<file path="src/hw/rtl/ctd_pkg.sv">
// shared constants, phase type and helpers for the chunked transfer decoder
package ctd_pkg;

   localparam int unsigned MAX_SIZE_CHARS_DEF = 15;
   localparam int unsigned LENGTH_BITS_DEF    = 24;

   localparam int unsigned BYTE_W    = 8;
   localparam int unsigned TOTAL_W   = 24;
   localparam int unsigned SIZE_W    = 32;
   localparam int unsigned CHAR_CNT_W = 4;
   localparam int unsigned DIGIT_W   = 4;

   localparam logic [BYTE_W-1:0] CH_NUL  = 8'h00;
   localparam logic [BYTE_W-1:0] CH_LF   = 8'h0A;
   localparam logic [BYTE_W-1:0] CH_CR   = 8'h0D;
   localparam logic [BYTE_W-1:0] CH_SP   = 8'h20;
   localparam logic [BYTE_W-1:0] CH_SEMI = 8'h3B;

   typedef enum logic [2:0] {
      PH_SEEK = 3'd0,
      PH_SIZE = 3'd1,
      PH_SKIP = 3'd2,
      PH_EOL  = 3'd3,
      PH_DATA = 3'd4,
      PH_DONE = 3'd5
   } phase_type;

   typedef struct packed {
      logic                is_hex;
      logic [DIGIT_W-1:0]  value;
   } hex_digit_type;

   function automatic hex_digit_type hex_decode(input logic [BYTE_W-1:0] c);
      hex_digit_type d;
      d.is_hex = 1'b1;
      d.value  = '0;
      if (c >= 8'h30 && c <= 8'h39) begin
         d.value = DIGIT_W'(c - 8'h30);
      end else if (c >= 8'h61 && c <= 8'h66) begin
         d.value = DIGIT_W'(c - 8'h57);
      end else if (c >= 8'h41 && c <= 8'h46) begin
         d.value = DIGIT_W'(c - 8'h37);
      end else begin
         d.is_hex = 1'b0;
      end
      return d;
   endfunction

endpackage

</file>
<file path="src/hw/rtl/ctd_if.sv">
// request and response channel interfaces of the chunked transfer decoder
interface ctd_req_if;
   logic                          valid;
   logic                          ready;
   logic [ctd_pkg::BYTE_W-1:0]    in_byte;
   logic                          final_byte;

   modport source (output valid, output in_byte, output final_byte, input ready);
   modport sink   (input valid, input in_byte, input final_byte, output ready);
   modport mon    (input valid, input in_byte, input final_byte, input ready);
endinterface

interface ctd_rsp_if;
   logic                          valid;
   logic                          ready;
   logic [ctd_pkg::BYTE_W-1:0]    out_byte;
   logic                          byte_valid;
   logic                          end_of_stream;
   logic [ctd_pkg::TOTAL_W-1:0]   total_length;

   modport source (output valid, output out_byte, output byte_valid,
                   output end_of_stream, output total_length, input ready);
   modport sink   (input valid, input out_byte, input byte_valid,
                   input end_of_stream, input total_length, output ready);
   modport mon    (input valid, input out_byte, input byte_valid,
                   input end_of_stream, input total_length, input ready);
endinterface

</file>
<file path="src/hw/rtl/chunked_transfer_decoder.sv">
// chunked transfer decoder: chunk-encoded body in, payload bytes out
//
// req_chan carries one raw byte of the encoded body per transaction, with
// final_byte marking the last byte of a body. rsp_chan carries at most one
// transaction per request: a payload byte (byte_valid), or the end-of-body
// report (end_of_stream with total_length), or both at once. Size lines,
// chunk separators and bytes after the terminating chunk produce nothing.
// A response appears in the cycle after its request; one byte is taken every
// clock, limited only by the single output register. req_chan.ready stays
// high while the output register is empty or being drained in the same
// cycle, so a stalled receiver holds the pending response and stops input
// after one held transaction. Synchronous reset returns the parser to the
// seek state, clears the length count and empties the output register.
// After the final byte of a body all parser state returns to its reset
// values, so the next byte starts a new body.
module chunked_transfer_decoder #(
   parameter int unsigned MAX_SIZE_CHARS = ctd_pkg::MAX_SIZE_CHARS_DEF,
   parameter int unsigned LENGTH_BITS    = ctd_pkg::LENGTH_BITS_DEF
) (
   input  logic      clock,
   input  logic      reset,
   ctd_req_if.sink   req_chan,
   ctd_rsp_if.source rsp_chan
);

   localparam int unsigned WIDE_W = (LENGTH_BITS > ctd_pkg::TOTAL_W) ?
                                    LENGTH_BITS : ctd_pkg::TOTAL_W;
   localparam logic [ctd_pkg::CHAR_CNT_W-1:0] MAX_CHARS =
      ctd_pkg::CHAR_CNT_W'(MAX_SIZE_CHARS);

   ctd_pkg::phase_type                 phase_ff, phase_in;
   logic [ctd_pkg::CHAR_CNT_W-1:0]     char_cnt_ff, char_cnt_in;
   logic                               hex_stop_ff, hex_stop_in;
   logic [ctd_pkg::SIZE_W-1:0]         size_ff, size_in;
   logic [LENGTH_BITS-1:0]             length_ff, length_in;

   logic                               rsp_valid_ff, rsp_valid_in;
   logic [ctd_pkg::BYTE_W-1:0]         out_byte_ff, out_byte_in;
   logic                               byte_valid_ff, byte_valid_in;
   logic                               eos_ff, eos_in;
   logic [ctd_pkg::TOTAL_W-1:0]        total_ff, total_in;

   logic                               accept;
   logic [ctd_pkg::BYTE_W-1:0]         b;
   logic                               is_cr, is_lf, is_nul, is_ws, is_semi;
   logic                               start_line, do_size, collect, tail;
   logic                               line_end, size_ok, take;
   logic [ctd_pkg::CHAR_CNT_W-1:0]     base_cnt;
   logic                               base_stop;
   logic [ctd_pkg::SIZE_W-1:0]         base_size, remain;
   ctd_pkg::hex_digit_type             digit;
   logic [LENGTH_BITS-1:0]             length_inc;
   logic [WIDE_W-1:0]                  length_wide;

   assign req_chan.ready = !rsp_valid_ff || rsp_chan.ready;
   assign accept         = req_chan.valid && req_chan.ready;
   assign b              = req_chan.in_byte;

   assign is_cr   = (b == ctd_pkg::CH_CR);
   assign is_lf   = (b == ctd_pkg::CH_LF);
   assign is_nul  = (b == ctd_pkg::CH_NUL);
   assign is_semi = (b == ctd_pkg::CH_SEMI);
   assign is_ws   = is_cr || is_lf || (b == ctd_pkg::CH_SP);
   assign digit   = ctd_pkg::hex_decode(b);

   // size line datapath and payload decision
   always_comb begin
      start_line = (phase_ff == ctd_pkg::PH_SEEK) && !is_ws && !is_nul;
      do_size    = start_line || (phase_ff == ctd_pkg::PH_SIZE);
      base_cnt   = start_line ? '0 : char_cnt_ff;
      base_stop  = start_line ? 1'b0 : hex_stop_ff;
      base_size  = start_line ? '0 : size_ff;
      collect    = do_size && (base_cnt < MAX_CHARS) && !is_cr && !is_lf &&
                   !is_semi && !is_nul;
      tail       = (do_size && !collect) || (phase_ff == ctd_pkg::PH_SKIP);
      line_end   = (tail && is_nul) ||
                   ((phase_ff == ctd_pkg::PH_EOL) && !is_cr && !is_lf);
      size_ok    = (base_size != '0) && !base_size[ctd_pkg::SIZE_W-1];
      take       = (line_end && size_ok) || (phase_ff == ctd_pkg::PH_DATA);
      remain     = base_size - ctd_pkg::SIZE_W'(1);

      char_cnt_in = base_cnt;
      hex_stop_in = base_stop;
      size_in     = base_size;
      if (collect) begin
         char_cnt_in = base_cnt + ctd_pkg::CHAR_CNT_W'(1);
         if (!base_stop) begin
            if (digit.is_hex) begin
               size_in = {base_size[ctd_pkg::SIZE_W-ctd_pkg::DIGIT_W-1:0], digit.value};
            end else begin
               hex_stop_in = 1'b1;
            end
         end
      end
      if (take) begin
         size_in = remain;
      end

      length_inc = (&length_ff) ? length_ff : length_ff + LENGTH_BITS'(1);
      length_in  = take ? length_inc : length_ff;

      if (req_chan.final_byte) begin
         char_cnt_in = '0;
         hex_stop_in = 1'b0;
         size_in     = '0;
         length_in   = '0;
      end
   end

   // phase next state
   always_comb begin
      phase_in = phase_ff;
      case (phase_ff)
         ctd_pkg::PH_SEEK: begin
            if (is_nul) begin
               phase_in = ctd_pkg::PH_DONE;
            end else if (!is_ws) begin
               phase_in = ctd_pkg::PH_SIZE;
            end
         end
         ctd_pkg::PH_SIZE, ctd_pkg::PH_SKIP, ctd_pkg::PH_EOL: begin
            phase_in = phase_ff;
         end
         default: begin
            phase_in = phase_ff;
         end
      endcase
      if (tail) begin
         if (is_cr || is_lf) begin
            phase_in = ctd_pkg::PH_EOL;
         end else if (!is_nul) begin
            phase_in = ctd_pkg::PH_SKIP;
         end
      end
      if (line_end) begin
         phase_in = size_ok ? ctd_pkg::PH_DATA : ctd_pkg::PH_DONE;
      end
      if (take && (remain == '0)) begin
         phase_in = ctd_pkg::PH_SEEK;
      end
      if (req_chan.final_byte) begin
         phase_in = ctd_pkg::PH_SEEK;
      end
   end

   // response register contents
   always_comb begin
      length_wide   = WIDE_W'(length_in);
      if (req_chan.final_byte) begin
         // the report carries the count before the body-end clear
         length_wide = WIDE_W'(take ? length_inc : length_ff);
      end
      out_byte_in   = take ? b : '0;
      byte_valid_in = take;
      eos_in        = req_chan.final_byte;
      total_in      = length_wide[ctd_pkg::TOTAL_W-1:0];
      rsp_valid_in  = rsp_valid_ff && !rsp_chan.ready;
      if (accept) begin
         rsp_valid_in = take || req_chan.final_byte;
      end
   end

   always_ff @(posedge clock) begin
      if (reset) begin
         phase_ff     <= ctd_pkg::PH_SEEK;
         char_cnt_ff  <= '0;
         hex_stop_ff  <= 1'b0;
         size_ff      <= '0;
         length_ff    <= '0;
         rsp_valid_ff <= 1'b0;
      end else begin
         if (accept) begin
            phase_ff    <= phase_in;
            char_cnt_ff <= char_cnt_in;
            hex_stop_ff <= hex_stop_in;
            size_ff     <= size_in;
            length_ff   <= length_in;
         end
         rsp_valid_ff <= rsp_valid_in;
      end
   end

   always_ff @(posedge clock) begin
      if (accept) begin
         out_byte_ff   <= out_byte_in;
         byte_valid_ff <= byte_valid_in;
         eos_ff        <= eos_in;
         total_ff      <= total_in;
      end
   end

   assign rsp_chan.valid         = rsp_valid_ff;
   assign rsp_chan.out_byte      = out_byte_ff;
   assign rsp_chan.byte_valid    = byte_valid_ff;
   assign rsp_chan.end_of_stream = eos_ff;
   assign rsp_chan.total_length  = total_ff;

endmodule

</file>
<file path="src/flat_wrapper.sv">
// flat-port wrapper written by rule: the top's interface ports become plain ports
module chunked_transfer_decoder_flat 
#(
   parameter int unsigned MAX_SIZE_CHARS = ctd_pkg::MAX_SIZE_CHARS_DEF,
   parameter int unsigned LENGTH_BITS    = ctd_pkg::LENGTH_BITS_DEF
)
  (clock, reset, req_chan_valid, req_chan_in_byte, req_chan_final_byte, req_chan_ready, rsp_chan_valid, rsp_chan_out_byte, rsp_chan_byte_valid, rsp_chan_end_of_stream, rsp_chan_total_length, rsp_chan_ready);
  ctd_req_if req_chan_i ();
  ctd_rsp_if rsp_chan_i ();
  input  logic clock;
  input  logic reset;
  input wire logic [$bits(req_chan_i.valid)-1:0] req_chan_valid;
  input wire logic [$bits(req_chan_i.in_byte)-1:0] req_chan_in_byte;
  input wire logic [$bits(req_chan_i.final_byte)-1:0] req_chan_final_byte;
  output wire logic [$bits(req_chan_i.ready)-1:0] req_chan_ready;
  output wire logic [$bits(rsp_chan_i.valid)-1:0] rsp_chan_valid;
  output wire logic [$bits(rsp_chan_i.out_byte)-1:0] rsp_chan_out_byte;
  output wire logic [$bits(rsp_chan_i.byte_valid)-1:0] rsp_chan_byte_valid;
  output wire logic [$bits(rsp_chan_i.end_of_stream)-1:0] rsp_chan_end_of_stream;
  output wire logic [$bits(rsp_chan_i.total_length)-1:0] rsp_chan_total_length;
  input wire logic [$bits(rsp_chan_i.ready)-1:0] rsp_chan_ready;
  assign req_chan_i.valid = req_chan_valid;
  assign req_chan_i.in_byte = req_chan_in_byte;
  assign req_chan_i.final_byte = req_chan_final_byte;
  assign req_chan_ready = req_chan_i.ready;
  assign rsp_chan_valid = rsp_chan_i.valid;
  assign rsp_chan_out_byte = rsp_chan_i.out_byte;
  assign rsp_chan_byte_valid = rsp_chan_i.byte_valid;
  assign rsp_chan_end_of_stream = rsp_chan_i.end_of_stream;
  assign rsp_chan_total_length = rsp_chan_i.total_length;
  assign rsp_chan_i.ready = rsp_chan_ready;
  chunked_transfer_decoder #(.MAX_SIZE_CHARS(MAX_SIZE_CHARS), .LENGTH_BITS(LENGTH_BITS)) u_core (.clock(clock), .reset(reset), .req_chan(req_chan_i), .rsp_chan(rsp_chan_i));
endmodule
</file>
<file path="config.mk">
export PLATFORM = sky130hd
export DESIGN_NAME = chunked_transfer_decoder_flat
export DESIGN_NICKNAME = d
export VERILOG_FILES = /design/src/hw/rtl/ctd_pkg.sv /design/src/hw/rtl/ctd_if.sv /design/src/hw/rtl/chunked_transfer_decoder.sv /design/src/flat_wrapper.sv
export SDC_FILE = /design/constraint.sdc
export NUM_CORES = 1
export LEC_CHECK = 0
export ABC_AREA = 0
export BUFFER_PORTS_ARGS = -buffer_cell sky130_fd_sc_hd__buf_2
export CAP_MARGIN = 20
export CORE_MARGIN = 2
export CORE_UTILIZATION = 35
export DETAILED_ROUTE_END_ITERATION = 10
export PLACE_DENSITY_LB_ADDON = 0.1
export SETUP_SLACK_MARGIN = 0.05
export SKIP_LAST_GASP = 1
export SLEW_MARGIN = 20
export SYNTH_ARGS = -nofsm -noshare
export SYNTH_HDL_FRONTEND = slang
export SYNTH_SLANG_ARGS = --single-unit
</file>
<file path="constraint.sdc">
create_clock -name clock -period 5.2 [get_ports clock]
set_input_delay 1.04 -clock clock [delete_from_list [all_inputs] [get_ports clock]]
set_output_delay 1.04 -clock clock [all_outputs]
set_load 0.01 [all_outputs]
</file>
==> impl_metrics.py <==
metrics = {
    "routing": {
        "dr.pass1.iters": 7,
        "drc": 0,
        "wl_per_cell_um": 20.03,
        "first_iter_violations": 391,
        "num_vias": 5938,
        "ant_nets": 0,
        "drt_wl_total_um": 19970,
        "viasPerCell": 5.956,
    },
    "floorplanning": {
        "boundaryPins": 49,
        "die_h_um": 137.0,
        "fp.dieW_um": 137.0,
        "placementRows": 48,
        "initial_utilization": 0.3579,
        "die-area_um2": 18770,
        "fp.coreArea_um2": 17300,
    },
    "placed_design": {
        "io_buffers": 48,
        "gp_congestion": 0.9668,
        "hpwl_um": 13520,
        "post-place-ws_ps": 85.20,
        "dp_cells": 981,
    },
    "critical_path": {
        "reg2reg_to": "u_core.size_ff[22]",
        "slowest_stage": "nor3_2",
        "endpoint_kind": "flip-flop",
        "r2r.worst_path.cells": 14,
        "cp_common_cell": "ha_1",
        "cp_top_family": "simple AND/OR/NAND/NOR gates",
        "rr_startpoint": "u_core.phase_ff[0]",
        "crit_required_ps": 5420,
        "path_buf_inv": 3,
        "max_stage_delay_ps": 500,
        "reg2reg_slack_ps": 1110,
        "worstPathArrival_ps": 5020,
        "worstPathMaxFanout": 7,
        "path_cells": "buf_2 > inv_1 > ha_1 > nor3b_2 > a21boi_0 > nand2_1 > buf_4 > and2_1 > ha_1 > and3_1 > or3_1 > a2bb2oi_1 > nor3_2 > nand2b_1 > o211ai_1 > a221oi_1 > o21ai_0",
        "worstSetupPathType": "in -> reg",
        "critPathLaunchType": "primary input",
    },
    "timing": {
        "finClkSkew_ps": 5.482,
        "tns_ps": 0,
        "tightest_slew_ps": 892.2,
        "finalCriticalPeriod_ps": 4801,
        "drv_slew": 0,
        "hold_viol": 0,
        "post-route-period-util": 0.9233,
        "fmax_mhz": 208.3,
        "setup_viol": 0,
        "hold_ws_ps": 502.1,
        "grt_setup_unrepaired": "no",
        "max_slew_margin": 0.4038,
        "setup_slack_ps": 398.6,
    },
    "yosys": {
        "synth_nets": 761,
        "syn_inst": 739,
        "async_flop_share": 0,
        "synth_cell_types": 74,
        "synth_seq_cells": 99,
        "netlist_area_um2": 6191,
        "yosysTopAreaCellShare": 0.2102,
        "synth-edff-count": 34,
        "ys_warn_count": 0,
        "synthFlopType": "dfxtp_1",
        "synth_top_cell_by_area": "dfxtp_1",
        "avgSynthCellArea_um2": 8.377,
        "synthTopCellsByArea": "dfxtp_1 21%, edfxtp_1 16%, xnor2_1 4.5%",
        "ys_seq_area_frac": 0.3751,
    },
    "clock_network": {
        "cts-buffers-inserted": 9,
        "tritoncts": "done",
        "post_cts_resized": 0,
        "post_cts_buffers": 0,
        "hold_buffers": 0,
        "clock_path_buffers": 2,
        "clock-sinks": 99,
        "cts_root_buffer": "clkbuf_16",
        "clkLatencyLatePin_ps": 360,
        "clkTransAtPathRegs_ps": 70,
        "cts_max_level": 3,
    },
    "final_layout": {
        "drive_gt1_frac": 0.1412,
        "final_cells": 997,
        "n_antenna_cell": 0,
        "nNetsFinal": 789,
        "nFillCells": 1764,
        "syn_to_final_growth_pct": 12.57,
    },
    "grt": {
        "met1_usage": 0.2910,
        "grt_pass1_vias": 5860,
        "track_usage": 0.2181,
        "overflow": 0,
        "use_met3": 0.04444,
        "grt_pass1_wl_um": 31800,
        "grt_antenna_before_repair": 0,
        "grt_max_degree": 48,
        "grt_busiest_layer": "met2",
        "grt_use_met2": 0.3491,
    },
    "run_status": {
        "outcome": "completed",
    },
    "worst_hold_path": {
        "holdPathStages": 1,
        "hp-class": "reg -> reg",
        "hold_end": "u_core.length_ff[15]",
        "hp-start": "u_core.length_ff[15]",
    },
    "pwr": {
        "power.leakage_nw": 2.595,
        "vdd_drop_max_mv": 0.2332,
        "power.density_nw_per_um2": 244.7,
    },
    "job": {
        "max_cap_viol_count": 0,
    },
}
==> metal layers <==
metal,part of all wire,wire [um]
met1,0.46,9221
met2,0.47,9366
met3,0.050,1001
met4,0.019,385
met5,0,0
==> sequential cells by signal, summed over array words and instances (netlist names) <==
signal	count
u_core.size_ff	32
u_core.length_ff	24
u_core.rsp_chan.total_length	24
u_core.rsp_chan.out_byte	8
u_core.char_cnt_ff	4
u_core.phase_ff	3
u_core.hex_stop_ff	1
u_core.rsp_chan.byte_valid	1
u_core.rsp_chan.end_of_stream	1
u_core.rsp_chan.valid	1
==> report_power, final <==
| group | leakage [nW] | internal [mW] | switching, mW |
|---|---|---|---|
| sequential | 0.872 | 0.813 | 0.00681 |
| clock | 0.143 | 0.348 | 0.331 |
| combinational | 1.58 | 0.0665 | 0.139 |
==> metrics by stage <==
step / total power, mW / area, um^2 / util
after CTS: 1.723 / 6964 / 0.4026
after detailed placement: 1.041 / 6669 / 0.3856
after global routing: 1.770 / 6969 / 0.4029
final: 1.705 / 6969 / 0.4029
after global placement: 1.042 / 6669 / 0.3856
after floorplan: 0.9619 / 6191 / -
==> worst reg2reg max path, delay by kind of cell (launching register included) <==
kind | cells | cell delay, ps
AO/OA/AOI/OAI | 5 | 1130
AND/OR/NAND/NOR | 7 | 2050
flip-flops | 1 | 390
buffers and inverters | 1 | 190
adder cells (fa/ha/maj) | 1 | 220
==> synthesized netlist by cell type, drive strengths merged, types with 12 or more instances <==
library cell	n
a21oi	47
a31oi	20
and2	12
buf	15
clkbuf	37
dfxtp	65
edfxtp	34
inv	19
mux2i	15
nand2	74
nand3	26
nand4	18
nor2	55
nor3	28
nor4	13
o21ai	55
or3	23
xnor2	32
==> kinds of logic after synthesis <==
| family | Yosys count | synth area share |
|---|---|---|
| simple gates | 295 | 0.2559 |
| compound gates | 208 | 0.2163 |
| flops | 99 | 0.3751 |
| buf+inv | 71 | 0.04810 |
| xor+xnor | 38 | 0.05376 |
| mux | 19 | 0.03274 |
| fa+ha+maj | 9 | 0.01819 |
==> placed cells by master (no fill, tap or decap), drive strengths merged, types with 13 or more instances in the layout <==
master and count:
a21oi 47, nand2 74, or3 23, edfxtp 34
nor2 55, nand3 26, nor3 28, buf 69
mux2i 15, a31oi 20, nand4 18, inv 22
dfxtp 65, xnor2 32, o21ai 55, nor4 13
==> final cells by class <==
type / count / area [um^2] / share of cell area
clock buffers: 10 / 239.0 / 0.03429
repair buffers: 69 / 410.4 / 0.05889
flip-flops and latches: 99 / 2322 / 0.3332
well taps: 225 / 281.5 / 0.04039
clock inverters: 6 / 56.30 / 0.008079
inverters: 19 / 71.32 / 0.01023
multi-input cells: 569 / 3588 / 0.5149
==> how the worst max path moves through the flow <==
stage                         from                  end  slack [ps]  depth (start not counted)
2_1_floorplan  req_chan_in_byte[0]  u_core.length_ff[1]          60                         17
3_3_place_gp   req_chan_in_byte[0]   u_core.size_ff[22]         120                         17
3_5_place_dp   req_chan_in_byte[0]   u_core.size_ff[22]          90                         17
4_1_cts        req_chan_in_byte[0]   u_core.size_ff[22]         440                         17
5_1_grt        req_chan_in_byte[0]   u_core.size_ff[22]         130                         17
6_report       req_chan_in_byte[0]   u_core.size_ff[22]         400                         17
Note: power is estimated with default switching activity, not from simulation.
